--- src/hdl/kmpp_pkg.sv ---
// Shared types and constants for the periodic prefix detector.
package kmpp_pkg;

  localparam int MaxLen = 65536;
  localparam int CharAW = $clog2(MaxLen);
  localparam int AddrW = $clog2(MaxLen + 1);
  localparam int PosW = $clog2(MaxLen + 2);
  localparam int OutW = 17;
  localparam int QDepth = 2;

  typedef struct packed {
    logic [7:0] symbol;
    logic       start_new;
  } in_beat_t;

  typedef struct packed {
    logic [OutW-1:0] prefix_length;
    logic            periodic;
    logic [OutW-1:0] repeat_count;
    logic            overflow;
  } out_beat_t;

  // Job passed from the front part to the back part.
  typedef struct packed {
    logic [7:0] symbol;
    logic       start_new;
  } job_t;

endpackage

--- src/hdl/kmpp_front.sv ---
// Front part: accepts input beats into a short queue towards the back part.
module kmpp_front (
  input  logic              clk,
  input  logic              rst_n,
  input  logic              in_valid,
  output logic              in_ready,
  input  kmpp_pkg::in_beat_t in_data,
  output logic              job_valid,
  input  logic              job_ready,
  output kmpp_pkg::job_t    job
);

  kmpp_pkg::job_t q_r [kmpp_pkg::QDepth];
  logic q_wp_r, q_rp_r;
  logic [1:0] q_cnt_r;
  logic push, pop;

  assign in_ready  = (q_cnt_r != 2'(kmpp_pkg::QDepth));
  assign push      = in_valid && in_ready;
  assign job_valid = (q_cnt_r != 2'd0);
  assign pop       = job_valid && job_ready;
  assign job       = q_r[q_rp_r];

  // Queue storage.
  always_ff @(posedge clk) begin
    if (push) begin
      q_r[q_wp_r].symbol    <= in_data.symbol;
      q_r[q_wp_r].start_new <= in_data.start_new;
    end
  end

  // Queue pointers and fill count.
  always_ff @(posedge clk) begin
    if (!rst_n) begin
      q_wp_r  <= 1'b0;
      q_rp_r  <= 1'b0;
      q_cnt_r <= 2'd0;
    end else begin
      if (push) q_wp_r <= ~q_wp_r;
      if (pop) q_rp_r <= ~q_rp_r;
      q_cnt_r <= q_cnt_r + {1'b0, push} - {1'b0, pop};
    end
  end

endmodule

--- config.mk ---
export PLATFORM = sky130hd
export DESIGN_NAME = kmpp_front
export DESIGN_NICKNAME = d
export VERILOG_FILES = /design/src/hdl/kmpp_pkg.sv /design/src/hdl/kmpp_front.sv
export SDC_FILE = /design/constraint.sdc
export NUM_CORES = 1
export LEC_CHECK = 0
export ABC_AREA = 1
export BUFFER_PORTS_ARGS = -buffer_cell sky130_fd_sc_hd__buf_2
export CAP_MARGIN = 5
export CORE_MARGIN = 2
export CORE_UTILIZATION = 50
export DETAILED_ROUTE_END_ITERATION = 12
export PLACE_DENSITY = 0.76
export SLEW_MARGIN = 20
export SYNTH_ARGS = -nofsm -noshare
export SYNTH_HDL_FRONTEND = slang
export SYNTH_SLANG_ARGS = --single-unit
export TNS_END_PERCENT = 30
--- constraint.sdc ---
create_clock -name clk -period 1.53 [get_ports clk]
set_input_delay 0.2295 -clock clk [delete_from_list [all_inputs] [get_ports clk]]
set_output_delay 0.2295 -clock clk [all_outputs]
set_load 0.03 [all_outputs]
==> out/qor.txt, run 1 <==
status = completed
DR WL/cell = 12.08 microns
PD cells = 1696 nW/um^2
VDD IR max = 0.001225 V
first-pass GRT wire length = 2159 microns
Reg power frac = 0.430
die width = 47.53 microns
largest net degree at the start of global routing = 13
Post-DP HPWL = 1117 microns
Clock Path Buffers = 2
antenna violations before repair = 0
core region area = 1745 sq um
Slew @ Worst Pin = 352.4 ps
via density per instance = 4.658
WL final = 1413 microns
post-layout min period = 1491 ps
most frequent cells in the layout = 18 x buf_2, 18 x edfxtp_1, 9 x mux2_4, 6 x inv_1, 6 x nor2_1
GP Congestion = 0.6842
mux contribution to synthesized area = 0.1427
I/O pin cnt = 24
# nets final = 108
starting density of the core = 0.5427
Post-CTS Hold Fix Bufs = 0
critical path capture point type = output pin
HP Class = input port to flip-flop
Mapped Nets = 79
final global-route overflow total = 0
total track usage = 0.1492
Comb power frac = 0.440
via count = 545
worst path required time = 1300 ps
leak pwr = 0.5095 nW
Synth Cell Area = 947.2 sq um
final antenna-violating net count = 0
clk sinks = 23
Synth Area in Simple Gates = 0.1044
Pins Over Slew Limit = 0
Ant. Diodes = 0
Mean Syn Cell Area = 14.80 sq um
Area Growth Syn to Fin = 27.21%
CTS clk-pin slew, worst paths = 120 ps
DRC viols = 0
Synth Area in Adders = 0.02642
utilization after layout = 0.6903
vias in the first global route = 531
Rel. slew slack = 0.7648
Setup Skew = 1.443 ps
CTS tree = built
Seq/Total Area, Yosys = 0.6764
buffers added on ports = 23
share of cells above drive strength 1 = 0.5543
Die H = 47.53 microns
number of DRC markers in iteration 0 = 4
#FFs+latches synth = 23
reg2reg start = q_cnt_r[1]$_SDFF_PN0_
number of synthesis warnings = 0
main combinational cell family by area after synthesis = multiplexers
sw frac = 0.3626
Int Pwr = 1.303 mW
final hold vios = 0
final setup fails = 0
num rows = 15
Final Cycle Share = 0.9745
first-pass detailed-route iteration total = 2
cell count after synthesis = 64
Crit Path Category = flip-flop to output pin
full die area = 2259 sq um
crit path DAT = 1260 ps
FMAX = 670.7 MHz
Netlist cell types = 14
Hold Path Origin = in_data[2]
filler cell count in the final layout = 143
number of max-cap violations = 0
Post-Synth XOR/XNOR Area = 0
CTS root buf = clkbuf_4
crit-path max FO = 9
Skew-Pair Late Insertion Delay = 300 ps
unrepaired setup endpoints after global routing = yes
startpoint types = flip-flop
TritonCTS Buffers = 3
Compound-Gate Fraction of Synth Area = 0.01057
number of setup buffers added after CTS = 0
H-tree levels = 1
Placement Setup Slack = -34.48 ps
setup slack after layout = 38.99 ps
Clock Power Share = 0.131
NetSw = 0.7410 mW
Tot Pwr = 2.044 mW
## final timing paths
path	endpoint	slack, ps	cells after the start
max	job[4]	40	3
min reg2reg	flip-flop	520	2
max reg2reg	q_cnt_r[1]$_SDFF_PN0_	100	9
min	q_r[0][2]$_DFFE_PP_	110	1
## synthesized netlist by cell type
master	n	area [sq um]
edfxtp_1	18	540.5
mux2_4	9	135.1
inv_1	7	26.28
nand2_1	7	26.28
nor2_1	6	22.52
dfxtp_1	5	100.1
a21oi_1	2	10.01
ha_1	2	25.02
nand2_2	2	12.51
nand3_1	2	10.01
buf_6	1	11.26
nand3_2	1	10.01
nor2_2	1	6.260
nor2_4	1	11.26
## layer usage
| metal | global-route usage | up-vias | part of all wire |
|---|---|---|---|
| li1 | - | 276 | - |
| met1 | 0.1432 | 251 | 0.38 |
| met2 | 0.2622 | 16 | 0.53 |
| met3 | 0.04906 | 2 | 0.079 |
| met4 | 0.1111 | 0 | 0.0085 |
| met5 | 0 | - | 0 |
## sequential cells by signal, summed over array words and instances (netlist names), named ones only
name and cells:
q_rp_r 1, q_cnt_r 2, q_r 18, q_wp_r 1
## area by class of cell
type	instances	area (sq um)	share of cell area
inverter	7	26.28	0.02181
tap	25	31.28	0.02596
sequential	23	644.4	0.5348
clock buffer	4	26.28	0.02181
multi-input combinational	33	302.8	0.2513
timing repair buffer	25	173.9	0.1443
## per-stage QoR
| step | TNS [ps] | instance area [sq um] | std cells | hold WS, ps |
|---|---|---|---|---|
| final | 0 | 1205 | 117 | 112.0 |
| after global routing | -66.21 | 1205 | 117 | 91.84 |
| after CTS | 0 | 1142 | 117 | 98.69 |
| after detailed placement | -34.48 | 1102 | 113 | 421.3 |
| after global placement | 0 | 1102 | 113 | 416.7 |
| after floorplan | 0 | 952.2 | 64 | 323.0 |
## power groups by stage
| stage | registers, mW | logic [mW] | clock network [mW] |
|---|---|---|---|
| 2_1_floorplan | 0.862 | 0.621 | 0 |
| 3_3_place_gp | 0.865 | 0.771 | 0 |
| 3_5_place_dp | 0.878 | 0.791 | 0 |
| 4_1_cts | 0.870 | 0.810 | 0.276 |
| 5_1_grt | 0.891 | 0.989 | 0.294 |
| 6_report | 0.878 | 0.898 | 0.267 |
## what timing repair did
| item | CTS | global route |
|---|---|---|
| gates resized for setup | 6 | 19 |
| endpoints found under the setup margin | 10 | 10 |
| pin swaps | 0 | 1 |
| hold endpoints to repair | 0 | 0 |
## cells by family (layout without fill, tap and decap cells)
kind of cell / Yosys count / count (layout)
fa+ha+maj: 2 / 2
mux: 9 / 9
compound gates: 2 / 2
flops: 23 / 23
buf+inv: 8 / 36
simple gates: 20 / 20
## worst max-delay path, cell delays in order, from the launching register on
cell	delay, ps
dfxtp_2	360
buf_12	140
mux2_4	290
buf_2	170
(Power assumes the default switching activity.)
==> run 2, diff against run 1 <==
Settings changed: CTS_BUF_LIST set to sky130_fd_sc_hd__clkbuf_4 sky130_fd_sc_hd__clkbuf_8 sky130_fd_sc_hd__clkbuf_16.
==> run 2 against run 1 <==
Clock skew up 2.4 ps; combinational power up 9.4%; sequential power up 1%; hold slack worse by 11 ps; highest routed layer unchanged; critical endpoint is now job[5]; via count up 2.0%.
==> out/qor.txt, run 2 (synthesized netlist as in run 1, its figures left out) <==
status = completed (unchanged)
PD cells = 1715 nW/um^2 (was 1696 nW/um^2)
multi-input logic area = 302.8 sq um (unchanged)
first-pass detailed-route iteration total = 3 (was 2)
Cells on Worst Hold Path = 1 (unchanged)
Int Pwr = 1.393 mW (was 1.303 mW)
DRC viols = 0 (unchanged)
via count = 556 (was 545)
Hold Path Origin = in_data[8] (was in_data[2])
number of DRC markers in iteration 0 = 4 (unchanged)
crit-path max FO = 4 (was 9)
GP Congestion = 0.6842 (unchanged)
clk sinks = 23 (unchanged)
M3 GR Usage = 0.04528 (was 0.04906)
Reg-to-Reg End = q_cnt_r[1]$_SDFF_PN0_ (unchanged)
sw frac = 0.3561 (was 0.3626)
vias in the first global route = 519 (was 531)
Setup TNS Final = 0 ps (unchanged)
HP Class = input port to flip-flop (unchanged)
I/O pin cnt = 24 (unchanged)
final hold vios = 0 (unchanged)
max reg flops = 18 (unchanged)
Slew @ Worst Pin = 365.6 ps (was 352.4 ps)
reg2reg start = q_cnt_r[0]$_SDFF_PN0_ (was q_cnt_r[1]$_SDFF_PN0_)
crit path cell chain = clkbuf_16 > mux2_4 > buf_6 (was buf_12 > mux2_4 > buf_2)
Skew-Pair Late Insertion Delay = 300 ps (about the same)
max incr delay on CP = 390 ps (was 360 ps)
placed inst area = 1102 sq um (unchanged)
antenna violations before repair = 0 (unchanged)
Setup Skew = 3.857 ps (was 1.443 ps)
unrepaired setup endpoints after global routing = yes (unchanged)
Placement Setup Slack = -34.48 ps (unchanged)
critical path capture point type = output pin (unchanged)
FMAX = 661.0 MHz (was 670.7 MHz)
worst path required time = 1300 ps (about the same)
post-layout min period = 1513 ps (was 1491 ps)
most frequent cells in the layout = 18 x edfxtp_1, 14 x buf_2, 9 x mux2_4, 9 x buf_6 (was 18 x buf_2, 18 x edfxtp_1, 9 x mux2_4, 6 x inv_1, 6 x nor2_1)
Register Area = 646.9 sq um (was 644.4 sq um)
crit path DAT = 1280 ps (was 1260 ps)
Post-DP HPWL = 1117 microns (unchanged)
Biggest register = q_r (unchanged)
Area Growth Syn to Fin = 33.16% (was 27.21%)
number of max-cap violations = 0 (unchanged)
starting density of the core = 0.5427 (unchanged)
final antenna-violating net count = 0 (unchanged)
full die area = 2259 sq um (unchanged)
final setup fails = 0 (unchanged)
Reg power frac = 0.411 (was 0.430)
leak pwr = 0.5327 nW (was 0.5095 nW)
worst reg2reg setup slack = 110 ps (was 100 ps)
commonest non-fill, non-tap cell in the layout = edfxtp_1
final global-route overflow total = 0 (unchanged)
Ant. Diodes = 0 (unchanged)
# nets final = 109 (was 108)
Pins Over Slew Limit = 0 (unchanged)
share of cells above drive strength 1 = 0.5699 (was 0.5543)
Final Cycle Share = 0.9887 (was 0.9745)
Die H = 47.53 microns (unchanged)
Worst Reg2Reg Path Length in Cells = 10 (was 9)
final hold slack = 101.4 ps (was 112.0 ps)
buffers added on ports = 23 (unchanged)
Max stage delay cell, worst path = dfxtp_4 (was dfxtp_2)
Clock Path Buffers = 2 (unchanged)
CP Buf/Inv Count = 2 (unchanged)
Most Used Layer, Global Route = met2 (unchanged)
first-pass GRT wire length = 2194 microns (was 2159 microns)
VDD IR max = 0.001223 V (was 0.001225 V)
met1 usage = 0.1457 (was 0.1432)
largest net degree at the start of global routing = 13 (unchanged)
Crit Path Category = flip-flop to output pin (unchanged)
via density per instance = 4.712 (was 4.658)
die width = 47.53 microns (unchanged)
NetSw = 0.7700 mW (was 0.7410 mW)
CTS root buf = clkbuf_4 (unchanged)
Rel. slew slack = 0.7560 (was 0.7648)
core region area = 1745 sq um (unchanged)
CTS clk-pin slew, worst paths = 120 ps (about the same)
total track usage = 0.1571 (was 0.1492)
num rows = 15 (unchanged)
DR WL/cell = 13.48 microns (was 12.08 microns)
Comb power frac = 0.454 (was 0.440)
Hold EP = q_r[0][8]$_DFFE_PP_ (was q_r[0][2]$_DFFE_PP_)
Tot Pwr = 2.163 mW (was 2.044 mW)
WL final = 1591 microns (was 1413 microns)
filler cell count in the final layout = 135 (was 143)
setup slack after layout = 17.21 ps (was 38.99 ps)
Final Cell Area = 1261 sq um (was 1205 sq um)
H-tree levels = 1 (unchanged)
critical path's top delay family = flip-flops (unchanged)
top flop regs = q_r x18, q_cnt_r x2 (unchanged)
TritonCTS Buffers = 3 (unchanged)
Post-CTS Hold Fix Bufs = 0 (unchanged)
Clock Power Share = 0.135 (was 0.131)
CTS tree = built (unchanged)
met2 GRT Util = 0.2703 (was 0.2622)
startpoint types = flip-flop (unchanged)
## run 2: routing by layer
layer / vias to the layer above / routed length [microns]
li1: 276 / -
met1: 258 / 562
met2: 18 / 873
met3: 4 / 106
met4: 0 / 49
met5: - / 0
## run 2: worst max-delay path by stage
stage                            end  cells after the start             startpoint
3_3_place_gp   q_cnt_r[1]$_SDFF_PN0_                     10  q_cnt_r[0]$_SDFF_PN0_
5_1_grt                       job[5]                      3              flip-flop
3_5_place_dp   q_cnt_r[1]$_SDFF_PN0_                     10  q_cnt_r[0]$_SDFF_PN0_
2_1_floorplan  q_cnt_r[1]$_SDFF_PN0_                     10  q_cnt_r[0]$_SDFF_PN0_
4_1_cts                       job[5]                      3              flip-flop
6_report                      job[5]                      3              flip-flop
## run 2: power by group through the flow
stage	Combinational, mW	Clock [mW]	Sequential (mW)
after CTS	0.815	0.298	0.870
after global placement	0.771	0	0.865
after detailed placement	0.791	0	0.878
after floorplan	0.621	0	0.862
final	0.982	0.292	0.889
after global routing	1.08	0.316	0.903
## run 2: area by class of cell
class / instances / area share
sequential: 23 / 0.5129
tap: 25 / 0.02480
clock buffer: 4 / 0.02381
timing repair buffer: 26 / 0.1776
multi-input combinational: 33 / 0.2401
inverter: 7 / 0.02083
## run 2: timing repair
action	in CTS	in global routing
cloned	0	1
resized for setup	7	30
pin swaps	0	1
setup buffers	0	0
setup endpoints to repair	10	10
## run 2: worst register-to-register path, delay by kind of cell (launching register included)
kind	cells	cell delay, ps
buffers and inverters	2	100
adder cells (fa/ha/maj)	2	420
flip-flops	1	380
AND/OR/NAND/NOR	6	450
## run 2: through the flow
step                      cells    util
after floorplan              64       -
after CTS                   117  0.6581
final                       118  0.7226
after detailed placement    113  0.6315
after global placement      113  0.6315
after global routing        118  0.7226
==> run 3, diff against run 2 <==
Settings changed: MAX_ROUTING_LAYER set to met4.
==> run 3 against run 2 <==
Critical path depth stayed put; combinational power hardly changed; flip-flop and latch count stayed put; non-clock buffer count stayed put; design area stayed put; via count is 0.72% higher; count of clock-buffer cells in the layout stayed put; utilization stayed put; die area stayed put; hold slack better by 1.0 ps; critical path type unchanged.
==> out/qor.txt, run 3 (synthesized netlist as in run 1, its figures left out) <==
DR WL/cell = 13.51 microns (was 13.48 microns)
Die H = 47.53 microns (unchanged)
clk sinks = 23 (unchanged)
Final Cycle Share = 0.9876 (was 0.9887)
max reg flops = 18 (unchanged)
WL final = 1594 microns (was 1591 microns)
PD cells = 1713 nW/um^2 (was 1715 nW/um^2)
critical path capture point type = output pin (unchanged)
Rel. slew slack = 0.7560 (about the same)
filler cell count in the final layout = 135 (unchanged)
number of max-cap violations = 0 (unchanged)
share of cells above drive strength 1 = 0.5699 (unchanged)
I/O pin cnt = 24 (unchanged)
Placement Setup Slack = -34.48 ps (unchanged)
Max stage delay cell, worst path = dfxtp_4 (unchanged)
Ant. Diodes = 0 (unchanged)
via count = 560 (was 556)
largest net degree at the start of global routing = 13 (unchanged)
final global-route overflow total = 0 (unchanged)
VDD IR max = 0.001224 V (was 0.001223 V)
total track usage = 0.1615 (was 0.1571)
final hold vios = 0 (unchanged)
worst path required time = 1300 ps (about the same)
Slew @ Worst Pin = 365.6 ps (about the same)
H-tree levels = 1 (unchanged)
Clock Path Buffers = 2 (unchanged)
HP Class = input port to flip-flop (unchanged)
crit-path max FO = 4 (unchanged)
unrepaired setup endpoints after global routing = yes (unchanged)
crit path DAT = 1280 ps (about the same)
buffers added on ports = 23 (unchanged)
DRC viols = 0 (unchanged)
CTS tree = built (unchanged)
leak pwr = 0.5327 nW (unchanged)
FMAX = 661.8 MHz (was 661.0 MHz)
number of DRC markers in iteration 0 = 4 (unchanged)
antenna violations before repair = 0 (unchanged)
Biggest register = q_r (unchanged)
CTS clk-pin slew, worst paths = 120 ps (about the same)
crit path cell chain = clkbuf_16 > mux2_4 > buf_6 (unchanged)
Crit Path Category = flip-flop to output pin (unchanged)
die width = 47.53 microns (unchanged)
core region area = 1745 sq um (unchanged)
Hold Path Origin = in_data[8] (unchanged)
final setup fails = 0 (unchanged)
full die area = 2259 sq um (unchanged)
CTS root buf = clkbuf_4 (unchanged)
Post-DP HPWL = 1117 microns (unchanged)
Area Growth Syn to Fin = 33.16% (unchanged)
Setup Skew = 3.231 ps (was 3.857 ps)
num rows = 15 (unchanged)
setup slack after layout = 18.96 ps (was 17.21 ps)
most frequent cells in the layout = 18 x edfxtp_1, 14 x buf_2, 9 x mux2_4, 9 x buf_6 (unchanged)
reg2reg start = q_cnt_r[0]$_SDFF_PN0_ (unchanged)
top flop regs = q_r x18, q_cnt_r x2 (unchanged)
status = completed (unchanged)
Setup TNS Final = 0 ps (unchanged)
vias in the first global route = 520 (was 519)
final antenna-violating net count = 0 (unchanged)
# nets final = 109 (unchanged)
GP Congestion = 0.6913 (was 0.6842)
Tot Pwr = 2.161 mW (was 2.163 mW)
post-layout min period = 1511 ps (was 1513 ps)
commonest non-fill, non-tap cell in the layout = edfxtp_1 (unchanged)
startpoint types = flip-flop (unchanged)
max incr delay on CP = 390 ps (about the same)
starting density of the core = 0.5427 (unchanged)
Skew-Pair Late Insertion Delay = 300 ps (about the same)
first-pass GRT wire length = 2180 microns (was 2194 microns)
first-pass detailed-route iteration total = 3 (unchanged)
TritonCTS Buffers = 3 (unchanged)
via density per instance = 4.746 (was 4.712)
Pins Over Slew Limit = 0 (unchanged)
[run 3: area by class of cell]
cell class              count  area, sq um  area share
flip-flops and latches     23        646.9      0.5129
multi-input cells          33        302.8      0.2401
repair buffers             26        224.0      0.1776
well taps                  25        31.28     0.02480
clock buffers               4        30.03     0.02381
inverters                   7        26.28     0.02083
[run 3: per-layer routing]
layer	track usage	vias up	share of wire	wire [microns]
met3	0.04528	4	0.070	111
met1	0.1432	261	0.35	555
met4	0.1500	0	0.028	45
li1	-	277	-	-
met5	-	-	0	0
met2	0.2703	18	0.55	881
[run 3: per-stage QoR]
stage,hold slack [ps],cells,cell area [sq um],utilization
final,102.4,118,1261,0.7226
after floorplan,323.0,64,952.2,-
after CTS,93.72,117,1149,0.6581
after global placement,416.7,113,1102,0.6315
after global routing,86.35,118,1261,0.7226
after detailed placement,421.3,113,1102,0.6315
[run 3: worst paths after layout]
kind | to | slack (ps) | cells after the start
max | job[5] | 20 | 3
min | q_r[0][8]$_DFFE_PP_ | 100 | 1
max reg2reg | q_cnt_r[1]$_SDFF_PN0_ | 110 | 10
min reg2reg | flip-flop | 520 | 2
[run 3: repair_timing]
action / CTS / global route
gates cloned: 0 / 1
gates resized for setup: 7 / 30
buffers inserted: 0 / 0
pin swaps: 0 / 1
setup endpoints to repair: 10 / 10
hold buffers: 0 / 0
[run 3: power breakdown]
group	internal, mW	leakage [nW]	switching [mW]
Sequential	0.811	0.211	0.0771
Combinational	0.462	0.304	0.519
Clock	0.119	0.0184	0.172
[run 3: critical path: cells and delay by family, from the launching register on]
| kind | cells | cell delay, ps |
|---|---|---|
| buffers and inverters | 2 | 280 |
| muxes | 1 | 300 |
| DFF | 1 | 390 |
